File: src/rtl/lsmt_pkg.sv
`default_nettype none
// ----------------------------------------------------------------------------
// lsmt_pkg
// Shared types and constants for the LCD scanline and mode timer.
// ----------------------------------------------------------------------------
package lsmt_pkg;

    // dots per scanline and mode boundaries
    localparam logic [9:0] LINE_DOTS   = 10'd456;
    localparam logic [8:0] MODE2_END   = 9'd80;
    localparam logic [8:0] MODE3_END   = 9'd252;
    localparam logic [7:0] VBLANK_LINE = 8'd144;
    localparam logic [7:0] LAST_LINE   = 8'd153;

    // lcd mode codes
    typedef logic [1:0] mode_t;
    localparam mode_t MODE_HBLANK   = 2'd0;
    localparam mode_t MODE_VBLANK   = 2'd1;
    localparam mode_t MODE_OAM      = 2'd2;
    localparam mode_t MODE_TRANSFER = 2'd3;

    // status interrupt enable bit positions
    localparam int unsigned EN_HBLANK = 0;
    localparam int unsigned EN_VBLANK = 1;
    localparam int unsigned EN_OAM    = 2;
    localparam int unsigned EN_COIN   = 3;

    // configuration register indexes
    typedef logic [1:0] cfg_index_t;
    localparam cfg_index_t REG_DISPLAY_ON   = 2'd0;
    localparam cfg_index_t REG_LINE_COMPARE = 2'd1;
    localparam cfg_index_t REG_STAT_ENABLES = 2'd2;

    localparam int unsigned CFG_DATA_W = 8;

    typedef struct packed {
        logic       display_on;
        logic [7:0] line_compare;
        logic [3:0] stat_int_enables;
    } cfg_t;

    typedef struct packed {
        logic [7:0] current_line;
        mode_t      lcd_mode;
        logic       coincidence;
        logic       stat_irq;
        logic       vblank_irq;
    } result_t;

endpackage
`default_nettype wire

File: src/rtl/lsmt_cfg_regs.sv
`default_nettype none
// ----------------------------------------------------------------------------
// lsmt_cfg_regs
// Configuration register file, write only, one register per index.
// ----------------------------------------------------------------------------
module lsmt_cfg_regs (
    input  wire logic                                  aclk,
    input  wire logic                                  aresetn,
    input  wire logic                                  cfg_wr_en,
    input  wire lsmt_pkg::cfg_index_t                  cfg_index,
    input  wire logic [lsmt_pkg::CFG_DATA_W-1:0]       cfg_wr_data,
    output lsmt_pkg::cfg_t                             cfg
);

    lsmt_pkg::cfg_t cfg_reg;

    // register writes, unknown indexes ignored
    always_ff @(posedge aclk) begin
        if (!aresetn) begin
            cfg_reg <= '0;
        end else if (cfg_wr_en) begin
            unique case (cfg_index)
                lsmt_pkg::REG_DISPLAY_ON:   cfg_reg.display_on       <= cfg_wr_data[0];
                lsmt_pkg::REG_LINE_COMPARE: cfg_reg.line_compare     <= cfg_wr_data[7:0];
                lsmt_pkg::REG_STAT_ENABLES: cfg_reg.stat_int_enables <= cfg_wr_data[3:0];
                default: ;
            endcase
        end
    end

    assign cfg = cfg_reg;

endmodule
`default_nettype wire

File: src/rtl/lsmt_in_stage.sv
`default_nettype none
// ----------------------------------------------------------------------------
// lsmt_in_stage
// Input register holding one cycles word until the core takes it.
// ----------------------------------------------------------------------------
module lsmt_in_stage (
    input  wire logic       aclk,
    input  wire logic       aresetn,
    input  wire logic       s_valid,
    output logic            s_ready,
    input  wire logic [7:0] s_cycles,
    input  wire logic       take,
    output logic            word_valid,
    output logic [7:0]      word_cycles
);

    logic       valid_reg;
    logic [7:0] cycles_reg;

    // room when empty or when the held word leaves this cycle
    assign s_ready = !valid_reg || take;

    always_ff @(posedge aclk) begin
        if (!aresetn) begin
            valid_reg <= 1'b0;
        end else if (s_ready) begin
            valid_reg <= s_valid;
        end
    end

    always_ff @(posedge aclk) begin
        if (s_valid && s_ready) begin
            cycles_reg <= s_cycles;
        end
    end

    assign word_valid  = valid_reg;
    assign word_cycles = cycles_reg;

endmodule
`default_nettype wire

File: src/rtl/lsmt_core.sv
`default_nettype none
// ----------------------------------------------------------------------------
// lsmt_core
// Mode derivation, interrupt logic and dot/line advance with timing state.
// ----------------------------------------------------------------------------
module lsmt_core (
    input  wire logic            aclk,
    input  wire logic            aresetn,
    input  wire logic            fire,
    input  wire logic [7:0]      cycles,
    input  wire lsmt_pkg::cfg_t  cfg,
    output lsmt_pkg::result_t    result
);

    logic [8:0]      dot_reg,  dot_next;
    logic [7:0]      line_reg, line_next;
    lsmt_pkg::mode_t prev_mode_reg, prev_mode_next;

    lsmt_pkg::mode_t mode;
    logic            mode_en;
    logic            coin;
    logic            sirq;
    logic            virq;
    logic [9:0]      dot_sum;
    logic            wrap;
    logic [9:0]      dot_wrapped;

    // mode from the stored counter and line
    always_comb begin
        if (line_reg >= lsmt_pkg::VBLANK_LINE) begin
            mode = lsmt_pkg::MODE_VBLANK;
        end else if (dot_reg <= lsmt_pkg::MODE2_END) begin
            mode = lsmt_pkg::MODE_OAM;
        end else if (dot_reg <= lsmt_pkg::MODE3_END) begin
            mode = lsmt_pkg::MODE_TRANSFER;
        end else begin
            mode = lsmt_pkg::MODE_HBLANK;
        end
    end

    // per-mode status enable, transfer has none
    always_comb begin
        case (mode)
            lsmt_pkg::MODE_HBLANK: mode_en = cfg.stat_int_enables[lsmt_pkg::EN_HBLANK];
            lsmt_pkg::MODE_VBLANK: mode_en = cfg.stat_int_enables[lsmt_pkg::EN_VBLANK];
            lsmt_pkg::MODE_OAM:    mode_en = cfg.stat_int_enables[lsmt_pkg::EN_OAM];
            default:               mode_en = 1'b0;
        endcase
    end

    assign coin = (line_reg == cfg.line_compare);
    assign sirq = ((mode != prev_mode_reg) && mode_en)
                || (coin && cfg.stat_int_enables[lsmt_pkg::EN_COIN]);

    // dot advance, at most one line wrap per word
    assign dot_sum     = {1'b0, dot_reg} + {2'b00, cycles};
    assign wrap        = (dot_sum >= lsmt_pkg::LINE_DOTS);
    assign dot_wrapped = wrap ? (dot_sum - lsmt_pkg::LINE_DOTS) : dot_sum;

    always_comb begin
        dot_next       = dot_reg;
        line_next      = line_reg;
        prev_mode_next = prev_mode_reg;
        virq           = 1'b0;
        if (!cfg.display_on) begin
            dot_next       = '0;
            line_next      = '0;
            prev_mode_next = lsmt_pkg::MODE_VBLANK;
        end else begin
            prev_mode_next = mode;
            dot_next       = dot_wrapped[8:0];
            if (wrap) begin
                if (line_reg >= lsmt_pkg::LAST_LINE) begin
                    line_next = '0;
                end else begin
                    line_next = line_reg + 8'd1;
                end
                virq = (line_next == lsmt_pkg::VBLANK_LINE);
            end
        end
    end

    // timing state, updated once per word
    always_ff @(posedge aclk) begin
        if (!aresetn) begin
            dot_reg       <= '0;
            line_reg      <= '0;
            prev_mode_reg <= lsmt_pkg::MODE_HBLANK;
        end else if (fire) begin
            dot_reg       <= dot_next;
            line_reg      <= line_next;
            prev_mode_reg <= prev_mode_next;
        end
    end

    // result word, display off reports vblank at line zero
    always_comb begin
        if (!cfg.display_on) begin
            result.current_line = '0;
            result.lcd_mode     = lsmt_pkg::MODE_VBLANK;
            result.coincidence  = (cfg.line_compare == 8'd0);
            result.stat_irq     = 1'b0;
            result.vblank_irq   = 1'b0;
        end else begin
            result.current_line = line_next;
            result.lcd_mode     = mode;
            result.coincidence  = coin;
            result.stat_irq     = sirq;
            result.vblank_irq   = virq;
        end
    end

endmodule
`default_nettype wire

File: src/rtl/lsmt_out_stage.sv
`default_nettype none
// ----------------------------------------------------------------------------
// lsmt_out_stage
// Result register feeding the output channel.
// ----------------------------------------------------------------------------
module lsmt_out_stage (
    input  wire logic               aclk,
    input  wire logic               aresetn,
    input  wire logic               load,
    input  wire lsmt_pkg::result_t  result,
    output logic                    room,
    output logic                    m_valid,
    input  wire logic               m_ready,
    output lsmt_pkg::result_t       m_result
);

    logic              valid_reg;
    lsmt_pkg::result_t result_reg;

    // free when empty or when the held word is taken this cycle
    assign room = !valid_reg || m_ready;

    always_ff @(posedge aclk) begin
        if (!aresetn) begin
            valid_reg <= 1'b0;
        end else if (room) begin
            valid_reg <= load;
        end
    end

    always_ff @(posedge aclk) begin
        if (load) begin
            result_reg <= result;
        end
    end

    assign m_valid  = valid_reg;
    assign m_result = result_reg;

endmodule
`default_nettype wire

File: src/rtl/lcd_scanline_mode_timer_unit.sv
`default_nettype none
// Path: an accepted word waits in the input register, then moves to the result register.
// Throughput: one word per cycle while the output is not stalled, set by the single dot
// add, wrap compare and line step between the input register and the result register.
// Reset: synchronous, active low; clears timing state, configuration and
// both stage valid flags.
// ----------------------------------------------------------------------------
// lcd_scanline_mode_timer_unit
// Scanline dot counter, LCD mode derivation and status/vblank interrupts.
// ----------------------------------------------------------------------------
module lcd_scanline_mode_timer_unit (
    input  wire logic                              aclk,
    input  wire logic                              aresetn,
    input  wire logic                              cfg_wr_en,
    input  wire logic [1:0]                        cfg_index,
    input  wire logic [lsmt_pkg::CFG_DATA_W-1:0]   cfg_wr_data,
    input  wire logic                              s_valid,
    output logic                                   s_ready,
    input  wire logic [7:0]                        s_cycles,
    output logic                                   m_valid,
    input  wire logic                              m_ready,
    output logic [7:0]                             m_current_line,
    output logic [1:0]                             m_lcd_mode,
    output logic                                   m_coincidence,
    output logic                                   m_stat_irq,
    output logic                                   m_vblank_irq
);

    lsmt_pkg::cfg_t    cfg;
    lsmt_pkg::result_t core_result;
    lsmt_pkg::result_t out_result;
    logic              word_valid;
    logic [7:0]        word_cycles;
    logic              room;
    logic              fire;

    // a held word moves on when the result register has room
    assign fire = word_valid && room;

    lsmt_cfg_regs u_cfg (
        .aclk        (aclk),
        .aresetn     (aresetn),
        .cfg_wr_en   (cfg_wr_en),
        .cfg_index   (cfg_index),
        .cfg_wr_data (cfg_wr_data),
        .cfg         (cfg)
    );

    lsmt_in_stage u_in (
        .aclk        (aclk),
        .aresetn     (aresetn),
        .s_valid     (s_valid),
        .s_ready     (s_ready),
        .s_cycles    (s_cycles),
        .take        (fire),
        .word_valid  (word_valid),
        .word_cycles (word_cycles)
    );

    lsmt_core u_core (
        .aclk    (aclk),
        .aresetn (aresetn),
        .fire    (fire),
        .cycles  (word_cycles),
        .cfg     (cfg),
        .result  (core_result)
    );

    lsmt_out_stage u_out (
        .aclk     (aclk),
        .aresetn  (aresetn),
        .load     (fire),
        .result   (core_result),
        .room     (room),
        .m_valid  (m_valid),
        .m_ready  (m_ready),
        .m_result (out_result)
    );

    assign m_current_line = out_result.current_line;
    assign m_lcd_mode     = out_result.lcd_mode;
    assign m_coincidence  = out_result.coincidence;
    assign m_stat_irq     = out_result.stat_irq;
    assign m_vblank_irq   = out_result.vblank_irq;

    // vblank pulse only ever reports line 144
    a_vblank_line: assert property (@(posedge aclk) disable iff (!aresetn)
        (m_valid && m_vblank_irq) |-> (m_current_line == lsmt_pkg::VBLANK_LINE))
        else $error("vblank pulse away from line 144");

    // reported line stays inside the frame
    a_line_range: assert property (@(posedge aclk) disable iff (!aresetn)
        m_valid |-> (m_current_line <= lsmt_pkg::LAST_LINE))
        else $error("line beyond last scanline");

    // pixel transfer is seen on a visible line, so the advance reaches line 144 at most
    a_transfer_visible: assert property (@(posedge aclk) disable iff (!aresetn)
        (m_valid && (m_lcd_mode == lsmt_pkg::MODE_TRANSFER))
            |-> (m_current_line <= lsmt_pkg::VBLANK_LINE))
        else $error("transfer mode past vblank entry");

    // a word moved into the result register shows as valid next cycle
    a_fire_valid: assert property (@(posedge aclk) disable iff (!aresetn)
        fire |=> m_valid)
        else $error("result lost after transfer");

endmodule
`default_nettype wire
File: config.mk
export PLATFORM = sky130hd
export DESIGN_NAME = lcd_scanline_mode_timer_unit
export DESIGN_NICKNAME = d
export VERILOG_FILES = /design/src/rtl/lsmt_pkg.sv /design/src/rtl/lsmt_cfg_regs.sv /design/src/rtl/lsmt_in_stage.sv /design/src/rtl/lsmt_core.sv /design/src/rtl/lsmt_out_stage.sv /design/src/rtl/lcd_scanline_mode_timer_unit.sv
export SDC_FILE = /design/constraint.sdc
export NUM_CORES = 1
export LEC_CHECK = 0
export ABC_AREA = 1
export CAP_MARGIN = 15
export CORE_ASPECT_RATIO = 1.4
export CORE_MARGIN = 2
export CORE_UTILIZATION = 45
export DETAILED_ROUTE_END_ITERATION = 6
export DONT_BUFFER_PORTS = 1
export PLACE_DENSITY_LB_ADDON = 0.25
export SKIP_CTS_REPAIR_TIMING = 1
export SLEW_MARGIN = 10
export SYNTH_ARGS = -nofsm -noshare
export SYNTH_HDL_FRONTEND = slang
export SYNTH_HIERARCHICAL = 1
export SYNTH_SLANG_ARGS = --single-unit
File: constraint.sdc
create_clock -name aclk -period 3 [get_ports aclk]
set_input_delay 0.15 -clock aclk [delete_from_list [all_inputs] [get_ports aclk]]
set_output_delay 0.15 -clock aclk [all_outputs]
set_load 0.03 [all_outputs]
==> results of run 1 <==
[logic make-up after synthesis]
family | Yosys count
adders and majority gates | 14
buffers and inverters | 81
and+or+nand+nor | 236
AOI/OAI and AO/OA | 47
DFF | 55
xor gates and xnor gates | 10
[final timing paths]
path | to | slack (ps) | depth (start not counted)
min | u_cfg/cfg[3]$_SDFFE_PN0P_ | -30 | 2
max reg2reg | u_out/m_result[11]$_DFFE_PP_ | 580 | 12
min reg2reg | u_core/prev_mode_reg[1]$_SDFFE_PN0P_ | 500 | 2
max | u_out/m_result[11]$_DFFE_PP_ | 580 | 12
[synth_stat cells, drive strengths merged]
library cell | number | share of area, %
a21oi | 28 | 4.8
a31o | 1 | 0.26
buf | 5 | 1.2
clkbuf | 5 | 1.2
clkinv | 3 | 0.34
dfxtp | 34 | 21
edfxtp | 21 | 19
fa | 1 | 0.60
ha | 13 | 4.9
inv | 68 | 7.7
nand2 | 125 | 15
nand3 | 46 | 9.1
nand3b | 4 | 0.91
nand4 | 5 | 0.94
nor2 | 49 | 5.8
nor3 | 3 | 0.45
nor4 | 4 | 0.75
o21a | 1 | 0.23
o21ai | 15 | 2.4
o21bai | 1 | 0.23
o221ai | 1 | 0.26
xnor2 | 6 | 2.0
xor2 | 4 | 1.1
[cell type report]
type	instances	share of cell area, %
Sequential cell	55	35.8
Multi-Input combinational cell	307	45.2
Timing Repair Buffer	21	5.53
Inverter	71	7.27
Clock buffer	7	2.08
Tap cell	97	3.31
Clock inverter	1	0.819
[power by group]
group	internal [mW]	switching [mW]
clock	0.250	0.244
sequential	0.817	0.0532
combinational	0.0907	0.141
total	1.16	0.439
[stage by stage]
step	hold WS, ps	power (mW)
floorplan	249	1.05
global placement	249	1.09
detailed placement	249	1.09
CTS	-91.3	1.59
global route	1.36	1.68
finish	-26.1	1.60
[metal layers]
layer	track usage [%]	vias up	wire [um]
met3	3.77	7	347
met4	7.66	0	145
met2	32.0	81	3520
met1	21.6	1295	3110
met5	0	-	0
li1	-	1443	-
==> out/qor.tcl, run 1 <==
set qor(seq_area_frac_synth_pct) 39.5
set qor(cpPeakStageDelay_ps) 420
set qor(grt_start_max_net_pins) 29
set qor(dpl_worst_slack_ps) 596
set qor(cts.clk_slew.worst_paths_ps) 100
set qor(max_cap_viol_count) 0
set qor(worst-endpoint-arrival_ps) 2510
set qor(cts_buffers) 5
set qor(final_cell_utilization_of_the_core_pct) 50.4
set qor(synthMuxAreaShare_pct) 0
set qor(grt.total_usage_pct) 18.3
set qor(clkLatencyLatePin_ps) 320
set qor(synth_nets) 480
set qor(cp_data_required_time_ps) 3080
set qor(crit_path_cell_trace) {ha_1 > fa_1 > nand3_1 > nand3_1 > nand2_1 > nand2_2 > nor2_4 > nand3_4 > nand2_4 > nand2_1 > nand3_1 > inv_1}
set qor(drt-pass1-iter-count) 5
set qor(routed_wirelength_um) 7120
set qor(total_standard_cell_area_after_synthesis_um2) 3320
set qor(cp_max_fo) 15
set qor(placement.io_buffers) 0
set qor(grt_pass1_wl_um) 11800
set qor(number_of_antenna_violations_at_the_first_check_in_global_routing) 0
set qor(fp.dieH_um) 106
set qor(critPathTopFamily) {simple AND/OR/NAND/NOR gates}
set qor(nets) 498
set qor(hold_start) {cfg_wr_data[3]}
set qor(timing_startpoint_of_the_critical_path) {u_in/word_cycles[0]$_DFFE_PP_}
set qor(area_delta_synth_final_pct) 10.6
set qor(postPlaceCellArea_um2) 3380
set qor(maxClockFrequency_ghz) 0.413
set qor(slowest_stage) {fa_1}
set qor(synth_cells) 443
set qor(ctsRootBufferMaster) {clkbuf_8}
set qor(violations) {hold timing}
set qor(register_area_um2) 1310
set qor(run_status) {complete, but fails checks}
set qor(postSynthAreaPerCell_um2) 7.48
set qor(fillCellCount) 739
set qor(final_critical_path_share_of_the_clock_period_pct) 80.7
set qor(power.static_leakage_nw) 1.72
set qor(wire_per_inst_um) 12.7
set qor(cts_tree) {done}
set qor(startpoint_type) {flop}
set qor(final.min_clock_period_ps) 2420
set qor(starting_utilization_of_the_core_area_pct) 45.6
set qor(cts_max_level) 2
set qor(final_cell_count_no_fill) 559
set qor(die_x_um) 76.5
set qor(critical_path.most_common_cell) {nand3_1}
set qor(grt-ovfl-total) 0
set qor(num_io_pins) 38
set qor(tightestPinTransition_ps) 861
set qor(worst_ir_drop_vdd_mv) 0.204
set qor(post_synth_xor_area_fraction_pct) 3.09
set qor(fin_skew_ps) 10.8
set qor(synth_top_family_by_area) {simple AND/OR/NAND/NOR gates}
set qor(r2r_start) {u_in/word_cycles[0]$_DFFE_PP_}
set qor(design_area_um2) 3670
set qor(dp_hpwl_um) 5170
set qor(hold_slack_ps) -26.1
set qor(timing.final.max_slew_violations) 0
set qor(layout_commonest_cell) {nand2_1}
set qor(worstSetupEndpointType) {flop}
set qor(worstPathBufferInverterCount) 1
set qor(antenna_violating_nets_left) 0
set qor(rsz_0062_raised_after_global_routing) {no}
set qor(hold_viol_final) 6
set qor(post_placement_cell_count) 533
set qor(slew_headroom_pct) 42.4
set qor(synth-compound-area-share_pct) 8.15
set qor(detail_route.drc_violations) 0
set qor(yosys_register_bits) 55
set qor(cts_max_path_buffers) 2
set qor(dieArea_um2) 8080
set qor(total_area_of_multi_input_combinational_cells_um2) 1660
set qor(setup_viol) 0
set qor(first_iter_violations) 198
set qor(fin_ws_ps) 579
set qor(diodes) 0
set qor(vias_per_cell) 5.06
set qor(ys_warns) 6
set qor(placeableCoreArea_um2) 7270
set qor(totalNegativeSetupSlack_ps) 0
set qor(floorplan.rows) 37
set qor(most-common-layout-cells) {nand2_1 (114), inv_1 (67), nor2_1 (48)}
set qor(clock_sink_count) 55
set qor(hold_path.class) {in2reg}
set qor(grt_pass1_vias) 2609
set qor(ys_types) 35
set qor(synth_simple_gate_area_share_pct) 33.2
set qor(synthAdderAreaFrac_pct) 5.51
set qor(critical_path_class) {reg2reg}
set qor(power_density_nw_per_um2) 436
set qor(via_count) 2826
set qor(place.gp.congestion) 0.898
set qor(drive_gt1_share_pct) 8.87
Note: power is estimated with default switching activity, not from simulation.
==> inputs of run 2 (changes only) <==
==> constraint.sdc (replaced) <==
create_clock -name aclk -period 2.1 [get_ports aclk]
set_input_delay 0.105 -clock aclk [delete_from_list [all_inputs] [get_ports aclk]]
set_output_delay 0.105 -clock aclk [all_outputs]
set_load 0.03 [all_outputs]
==> run 2 against run 1 <==
  * The flow finishes with violations (setup timing)
  * Sequential share of layout area down 3.5 points
  * Register-to-register slack worse by 700 ps
  * Hold slack better by 40 ps
  * Critical path type unchanged
  * Largest cell class unchanged
==> out/qor.tcl, run 2 (synthesis gave the netlist of run 1 again) <==
set qor(dp_hpwl_um) 5420 ;# +5.0%
set qor(power_switching_mw) 0.641 ;# +46%
set qor(final_cell_count_no_fill) 593 ;# +6.1%
set qor(grt_pass1_vias) 2641 ;# +1.2%
set qor(run_status) {complete, but fails checks}
set qor(max_cap_viol_count) 0 ;# unchanged
set qor(grt.total_usage_pct) 18.4 ;# +0.11 points
set qor(cts_tree) {done}
set qor(via_count) 2867 ;# +1.5%
set qor(clk_network_pwr_share_pct) 26.1 ;# -4.9 points
set qor(worstSetupEndpointType) {flop}
set qor(dieArea_um2) 8080 ;# unchanged
set qor(vias_per_cell) 4.83 ;# -4.4%
set qor(fillCellCount) 657 ;# -11%
set qor(critical_path_class) {reg2reg}
set qor(cts_max_path_buffers) 2 ;# unchanged
set qor(total_power_mw) 2.21 ;# +38%
set qor(cts.clk_slew.worst_paths_ps) 100 ;# about the same
set qor(drt-pass1-iter-count) 4 ;# -1
set qor(wire_per_inst_um) 12.6 ;# -0.85%
set qor(die_x_um) 76.5 ;# unchanged
set qor(area_delta_synth_final_pct) 22.5
set qor(detail_route.drc_violations) 0 ;# unchanged
set qor(placeableCoreArea_um2) 7270 ;# unchanged
set qor(sequentialPowerShare_pct) 56.2 ;# +1.7 points
set qor(drive_gt1_share_pct) 19.0 ;# +10 points
set qor(slew_headroom_pct) 40.9 ;# -1.5 points
set qor(final.min_clock_period_ps) 2220 ;# -197 ps
set qor(routed_wirelength_um) 7490 ;# +5.2%
set qor(number_of_antenna_violations_at_the_first_check_in_global_routing) 0 ;# unchanged
set qor(worst_ir_drop_vdd_mv) 0.343 ;# +68%
set qor(starting_utilization_of_the_core_area_pct) 45.6 ;# unchanged
set qor(num_io_pins) 38 ;# unchanged
set qor(clkLatencyLatePin_ps) 320 ;# about the same
set qor(power_frac_comb_pct) 17.7 ;# +3.2 points
set qor(startpoint_type) {flop}
set qor(grt_pass1_wl_um) 12000 ;# +1.3%
set qor(antenna_violating_nets_left) 0 ;# unchanged
set qor(final_critical_path_share_of_the_clock_period_pct) 106 ;# +25 points
set qor(power.share.switching_pct) 29.0 ;# +1.5 points
set qor(diodes) 0 ;# unchanged
set qor(nets) 532 ;# +6.8%
set qor(fp.dieH_um) 106 ;# unchanged
set qor(first_iter_violations) 142 ;# -28%
set qor(rsz_0062_raised_after_global_routing) {yes}
set qor(ctsRootBufferMaster) {clkbuf_8}
set qor(power.static_leakage_nw) 1.91 ;# +11%
set qor(design_area_um2) 4060 ;# +11%
set qor(postPlaceCellArea_um2) 3620 ;# +7.1%
set qor(clock_sink_count) 55 ;# unchanged
set qor(place.gp.congestion) 0.826 ;# -8.0%
set qor(placement.io_buffers) 0 ;# unchanged
set qor(maxClockFrequency_ghz) 0.450 ;# +8.9%
set qor(fin_ws_ps) -124 ;# -703 ps
set qor(power_density_nw_per_um2) 544 ;# +25%
set qor(violations) {setup timing}
set qor(worst-endpoint-arrival_ps) 2300 ;# -210 ps
set qor(most-common-layout-cells) {nand2_1 (111), inv_1 (67), nor2_1 (48)}
set qor(cts_buffers) 5 ;# unchanged
set qor(layout_commonest_cell) {nand2_1}
set qor(cts_max_level) 2 ;# unchanged
set qor(hold_viol_final) 0 ;# -6
set qor(power.internal_mw) 1.57 ;# +36%
set qor(hold_slack_ps) 13.6 ;# +39.7 ps
set qor(fin_skew_ps) 10.4 ;# -0.414 ps
set qor(timing.final.max_slew_violations) 0 ;# unchanged
set qor(setup_viol) 19 ;# +19
set qor(hold_path.class) {in2reg}
set qor(tightestPinTransition_ps) 884 ;# +23.1 ps
set qor(grt_start_max_net_pins) 30 ;# +3.4%
set qor(grt-ovfl-total) 0 ;# unchanged
set qor(post_placement_cell_count) 561 ;# +5.3%
set qor(cp_data_required_time_ps) 2180 ;# -900 ps
set qor(floorplan.rows) 37 ;# unchanged
set qor(cp_max_fo) 5 ;# -10
==> run 2: cell types whose count changed in the layout (fill, tap and decap cells not counted), moves of 2 or more <==
cell	change
ha_1	-4
nand3_2	+9
buf_6	+2
a21oi_1	-4
nand2_2	+2
nand3_1	-9
buf_4	+28
a21oi_2	+4
ha_4	+3
dlygate4sd3_1	+3
nand2_1	-3
==> run 2: stage by stage <==
step | setup TNS [ps] | setup slack, ps | util (%)
after floorplan | 0 | 14.8 | -
after global placement | -311 | -50.4 | 49.8
after detailed placement | -855 | -103 | 49.8
after CTS | -1360 | -127 | 51.0
after global routing | -4050 | -222 | 55.9
final | -1270 | -124 | 55.9
==> run 2: routing by layer <==
layer	vias to the layer above	GRT usage, %	part of all wire [%]
met4	0	7.14	2.0
met5	-	0	0
met3	12	3.25	3.3
met2	52	32.4	52
met1	1286	22.1	43
li1	1517	-	-
==> run 2: area by class of cell <==
| cell class | instances | area, um2 | share of cell area [%] |
|---|---|---|---|
| timing repair buffer | 55 | 485 | 11.9 |
| tap | 97 | 121 | 2.99 |
| clock inverter | 2 | 12.5 | 0.308 |
| sequential | 55 | 1310 | 32.3 |
| inverter | 71 | 267 | 6.56 |
| multi-input combinational | 307 | 1790 | 44.1 |
| clock buffer | 6 | 72.6 | 1.79 |
==> run 2: worst max-delay path, cell delays in order, from the launching register on <==
cell and delay, ps:
edfxtp_1 390, ha_2 210, fa_2 380, nand2_2 110, nand2_4 70, xnor2_4 200, nand3_4 110, nand3_4 160
buf_4 140, nand3_1 80, nand3_2 100, inv_1 40
==> run 2: path summary, 6_finish.rpt <==
kind / start / endpoint / slack, ps / cells after the start
max: u_in/word_cycles[0]$_DFFE_PP_ / u_out/m_result[6]$_DFFE_PP_ / -120 / 11
min: cfg_wr_data[0] / u_cfg/cfg[12]$_SDFFE_PN0P_ / 10 / 4
max reg2reg: u_in/word_cycles[0]$_DFFE_PP_ / u_out/m_result[6]$_DFFE_PP_ / -120 / 11
min reg2reg: u_out/m_valid$_SDFFE_PN0P_ / u_out/m_valid$_SDFFE_PN0P_ / 490 / 2
==> run 2: power groups by stage <==
stage          clock network (mW)  registers (mW)  logic, mW
2_1_floorplan                   0            1.25      0.256
3_3_place_gp                    0            1.27      0.328
3_5_place_dp                    0            1.27      0.333
4_1_cts                     0.597            1.24      0.336
5_1_grt                     0.639            1.25      0.438
6_report                    0.577            1.24      0.391
==> inputs of run 3 (changes only) <==
--- a/config.mk
+++ b/config.mk
@@ -12,7 +12,7 @@
 export CORE_UTILIZATION = 45
 export DETAILED_ROUTE_END_ITERATION = 6
 export DONT_BUFFER_PORTS = 1
-export PLACE_DENSITY_LB_ADDON = 0.25
+export PLACE_DENSITY_LB_ADDON = 0.12
 export SKIP_CTS_REPAIR_TIMING = 1
 export SLEW_MARGIN = 10
 export SYNTH_ARGS = -nofsm -noshare
==> run 3 against run 2 <==
  * The run still ends with setup timing left
  * Combinational power up 9.0%
  * Register-to-register slack worse by 60 ps
  * Hold slack worse by 11 ps
  * Maximum frequency fell by 2.6%
  * Setup slack lost 60 ps
  * Sequential power about the same
  * Highest routed layer unchanged
==> out/qor.tcl, run 3 (synthesis gave the netlist of run 1 again) <==
set qor(run_status) {complete, but fails checks}
set qor(violations) {setup timing}
set qor(grt_pass1_vias) 2746 ;# +4.0%
set qor(setup_viol) 23 ;# +4
set qor(routed_wirelength_um) 8200 ;# +9.5%
set qor(rr_endpoint) {u_out/m_result[11]$_DFFE_PP_}
set qor(final.min_clock_period_ps) 2280 ;# +59.8 ps
set qor(via_count) 2973 ;# +3.7%
set qor(detail_route.drc_violations) 0 ;# unchanged
set qor(cts.clk_slew.worst_paths_ps) 100 ;# about the same
set qor(fp.dieH_um) 106 ;# unchanged
set qor(grt_start_max_net_pins) 29 ;# -3.3%
set qor(starting_utilization_of_the_core_area_pct) 45.6 ;# unchanged
set qor(hold_viol_final) 0 ;# unchanged
set qor(dpl_worst_slack_ps) -146 ;# -43.3 ps
set qor(diodes) 0 ;# unchanged
set qor(fin_ws_ps) -184 ;# -59.8 ps
set qor(wire_per_inst_um) 13.6 ;# +7.8%
set qor(slew_headroom_pct) 38.8 ;# -2.1 points
set qor(worst-endpoint-arrival_ps) 2370 ;# +70 ps
set qor(setup.reg_to_reg.worst_slack_ps) -180 ;# -60 ps
set qor(worst_ir_drop_vdd_mv) 0.391 ;# +14%
set qor(cp_data_required_time_ps) 2180 ;# about the same
set qor(max_cap_viol_count) 0 ;# unchanged
set qor(final_critical_path_share_of_the_clock_period_pct) 109 ;# +2.8 points
set qor(hold_slack_ps) 2.60 ;# -11.0 ps
set qor(maxClockFrequency_ghz) 0.438 ;# -2.6%
set qor(vias_per_cell) 4.94 ;# +2.1%
set qor(power_density_nw_per_um2) 548 ;# +0.65%
set qor(clkLatencyLatePin_ps) 310 ;# about the same
set qor(antenna_violating_nets_left) 0 ;# unchanged
set qor(rsz_0062_raised_after_global_routing) {yes}
set qor(critical_path_class) {reg2reg}
set qor(nets) 541 ;# +1.7%
set qor(startpoint_type) {flop}
set qor(hold-path-endpoint) {u_cfg/cfg[12]$_SDFFE_PN0P_}
set qor(num_io_pins) 38 ;# unchanged
set qor(die_x_um) 76.5 ;# unchanged
set qor(clock_sink_count) 55 ;# unchanged
set qor(dieArea_um2) 8080 ;# unchanged
set qor(cts_max_level) 2 ;# unchanged
set qor(most-common-layout-cells) {nand2_1 (103), inv_1 (67), nor2_1 (48)}
set qor(area_delta_synth_final_pct) 30.3
set qor(total_power_mw) 2.37 ;# +7.1%
set qor(grt_pass1_wl_um) 12500 ;# +4.2%
set qor(tightestPinTransition_ps) 915 ;# +30.8 ps
set qor(cts_tree) {done}
set qor(worstSetupEndpointType) {flop}
set qor(timing.final.max_slew_violations) 0 ;# unchanged
set qor(drt-pass1-iter-count) 4 ;# unchanged
set qor(grt-ovfl-total) 0 ;# unchanged
set qor(layout_commonest_cell) {nand2_1}
set qor(fin_skew_ps) 5.77 ;# -4.65 ps
set qor(power.static_leakage_nw) 2.03 ;# +6.0%
set qor(r2r_start) {u_in/word_cycles[0]$_DFFE_PP_}
set qor(depth_of_the_worst_register_to_register_path) 12 ;# +1
set qor(placement.io_buffers) 0 ;# unchanged
set qor(final_cell_utilization_of_the_core_pct) 59.5 ;# +3.6 points
set qor(dp_hpwl_um) 5710 ;# +5.3%
set qor(number_of_antenna_violations_at_the_first_check_in_global_routing) 0 ;# unchanged
set qor(first_iter_violations) 152 ;# +7.0%
set qor(placeableCoreArea_um2) 7270 ;# unchanged
set qor(fillCellCount) 693 ;# +5.5%
set qor(ctsRootBufferMaster) {clkbuf_8}
set qor(floorplan.rows) 37 ;# unchanged
set qor(hold_path.class) {in2reg}
set qor(cts_buffers) 5 ;# unchanged
set qor(hold_start) {cfg_wr_data[0]}
set qor(drive_gt1_share_pct) 24.6 ;# +5.6 points
set qor(grt.total_usage_pct) 19.2 ;# +0.78 points
set qor(hold_depth) 4 ;# unchanged
set qor(cp_max_fo) 6 ;# +1
set qor(place.gp.congestion) 0.892 ;# +8.1%
set qor(cts_max_path_buffers) 2 ;# unchanged
-- run 3: layout make-up --
cell class,instances,area (um2),area share (%)
Tap cell,97,121,2.81
Sequential cell,55,1310,30.3
Multi-Input combinational cell,308,1970,45.5
Timing Repair Buffer,63,549,12.7
Clock inverter,3,38.8,0.898
Inverter,71,267,6.17
Clock buffer,5,68.8,1.59
-- run 3: how the worst max path moves through the flow --
stage / end / cells past startpoint / from / slack [ps]
2_1_floorplan: u_out/m_result[8]$_DFFE_PP_ / 11 / u_in/word_cycles[0]$_DFFE_PP_ / 10
3_3_place_gp: u_out/m_result[12]$_DFFE_PP_ / 12 / u_in/word_cycles[0]$_DFFE_PP_ / -100
3_5_place_dp: u_out/m_result[11]$_DFFE_PP_ / 12 / u_in/word_cycles[0]$_DFFE_PP_ / -150
4_1_cts: u_out/m_result[10]$_DFFE_PP_ / 12 / u_in/word_cycles[0]$_DFFE_PP_ / -160
5_1_grt: u_out/m_result[11]$_DFFE_PP_ / 12 / u_in/word_cycles[0]$_DFFE_PP_ / -290
6_report: u_out/m_result[11]$_DFFE_PP_ / 12 / u_in/word_cycles[0]$_DFFE_PP_ / -180
-- run 3: layer usage --
layer / global-route usage, % / wire length, um
met1: 21.2 / 3360
met2: 36.2 / 4470
met3: 3.60 / 220
met4: 6.62 / 148
met5: 0 / 0
-- run 3: power breakdown --
part	switching [mW]	leakage [nW]	internal, mW
Clock	0.349	0.0556	0.350
Sequential	0.0745	0.477	1.17
Combinational	0.242	1.50	0.183
Total	0.666	2.03	1.70
-- run 3: metrics by stage --
step                instance area (um2)  TNS [ps]  std cells
floorplan                          3340         0        443
global placement                   3620     -1020        562
detailed placement                 3620     -1930        562
CTS                                3720     -2360        570
global route                       4320     -5150        602
finish                             4320     -2510        602
-- run 3: worst max-delay path, stage by stage, from the launching register on --
cell and delay (ps):
edfxtp_1 390, ha_2 210, fa_2 380, nand2_2 100, nand2_4 70, xnor2_4 200
nand3_4 120, nand3_4 150, buf_6 120, buf_4 100, nand3_2 70, nand3_2 100
inv_1 40
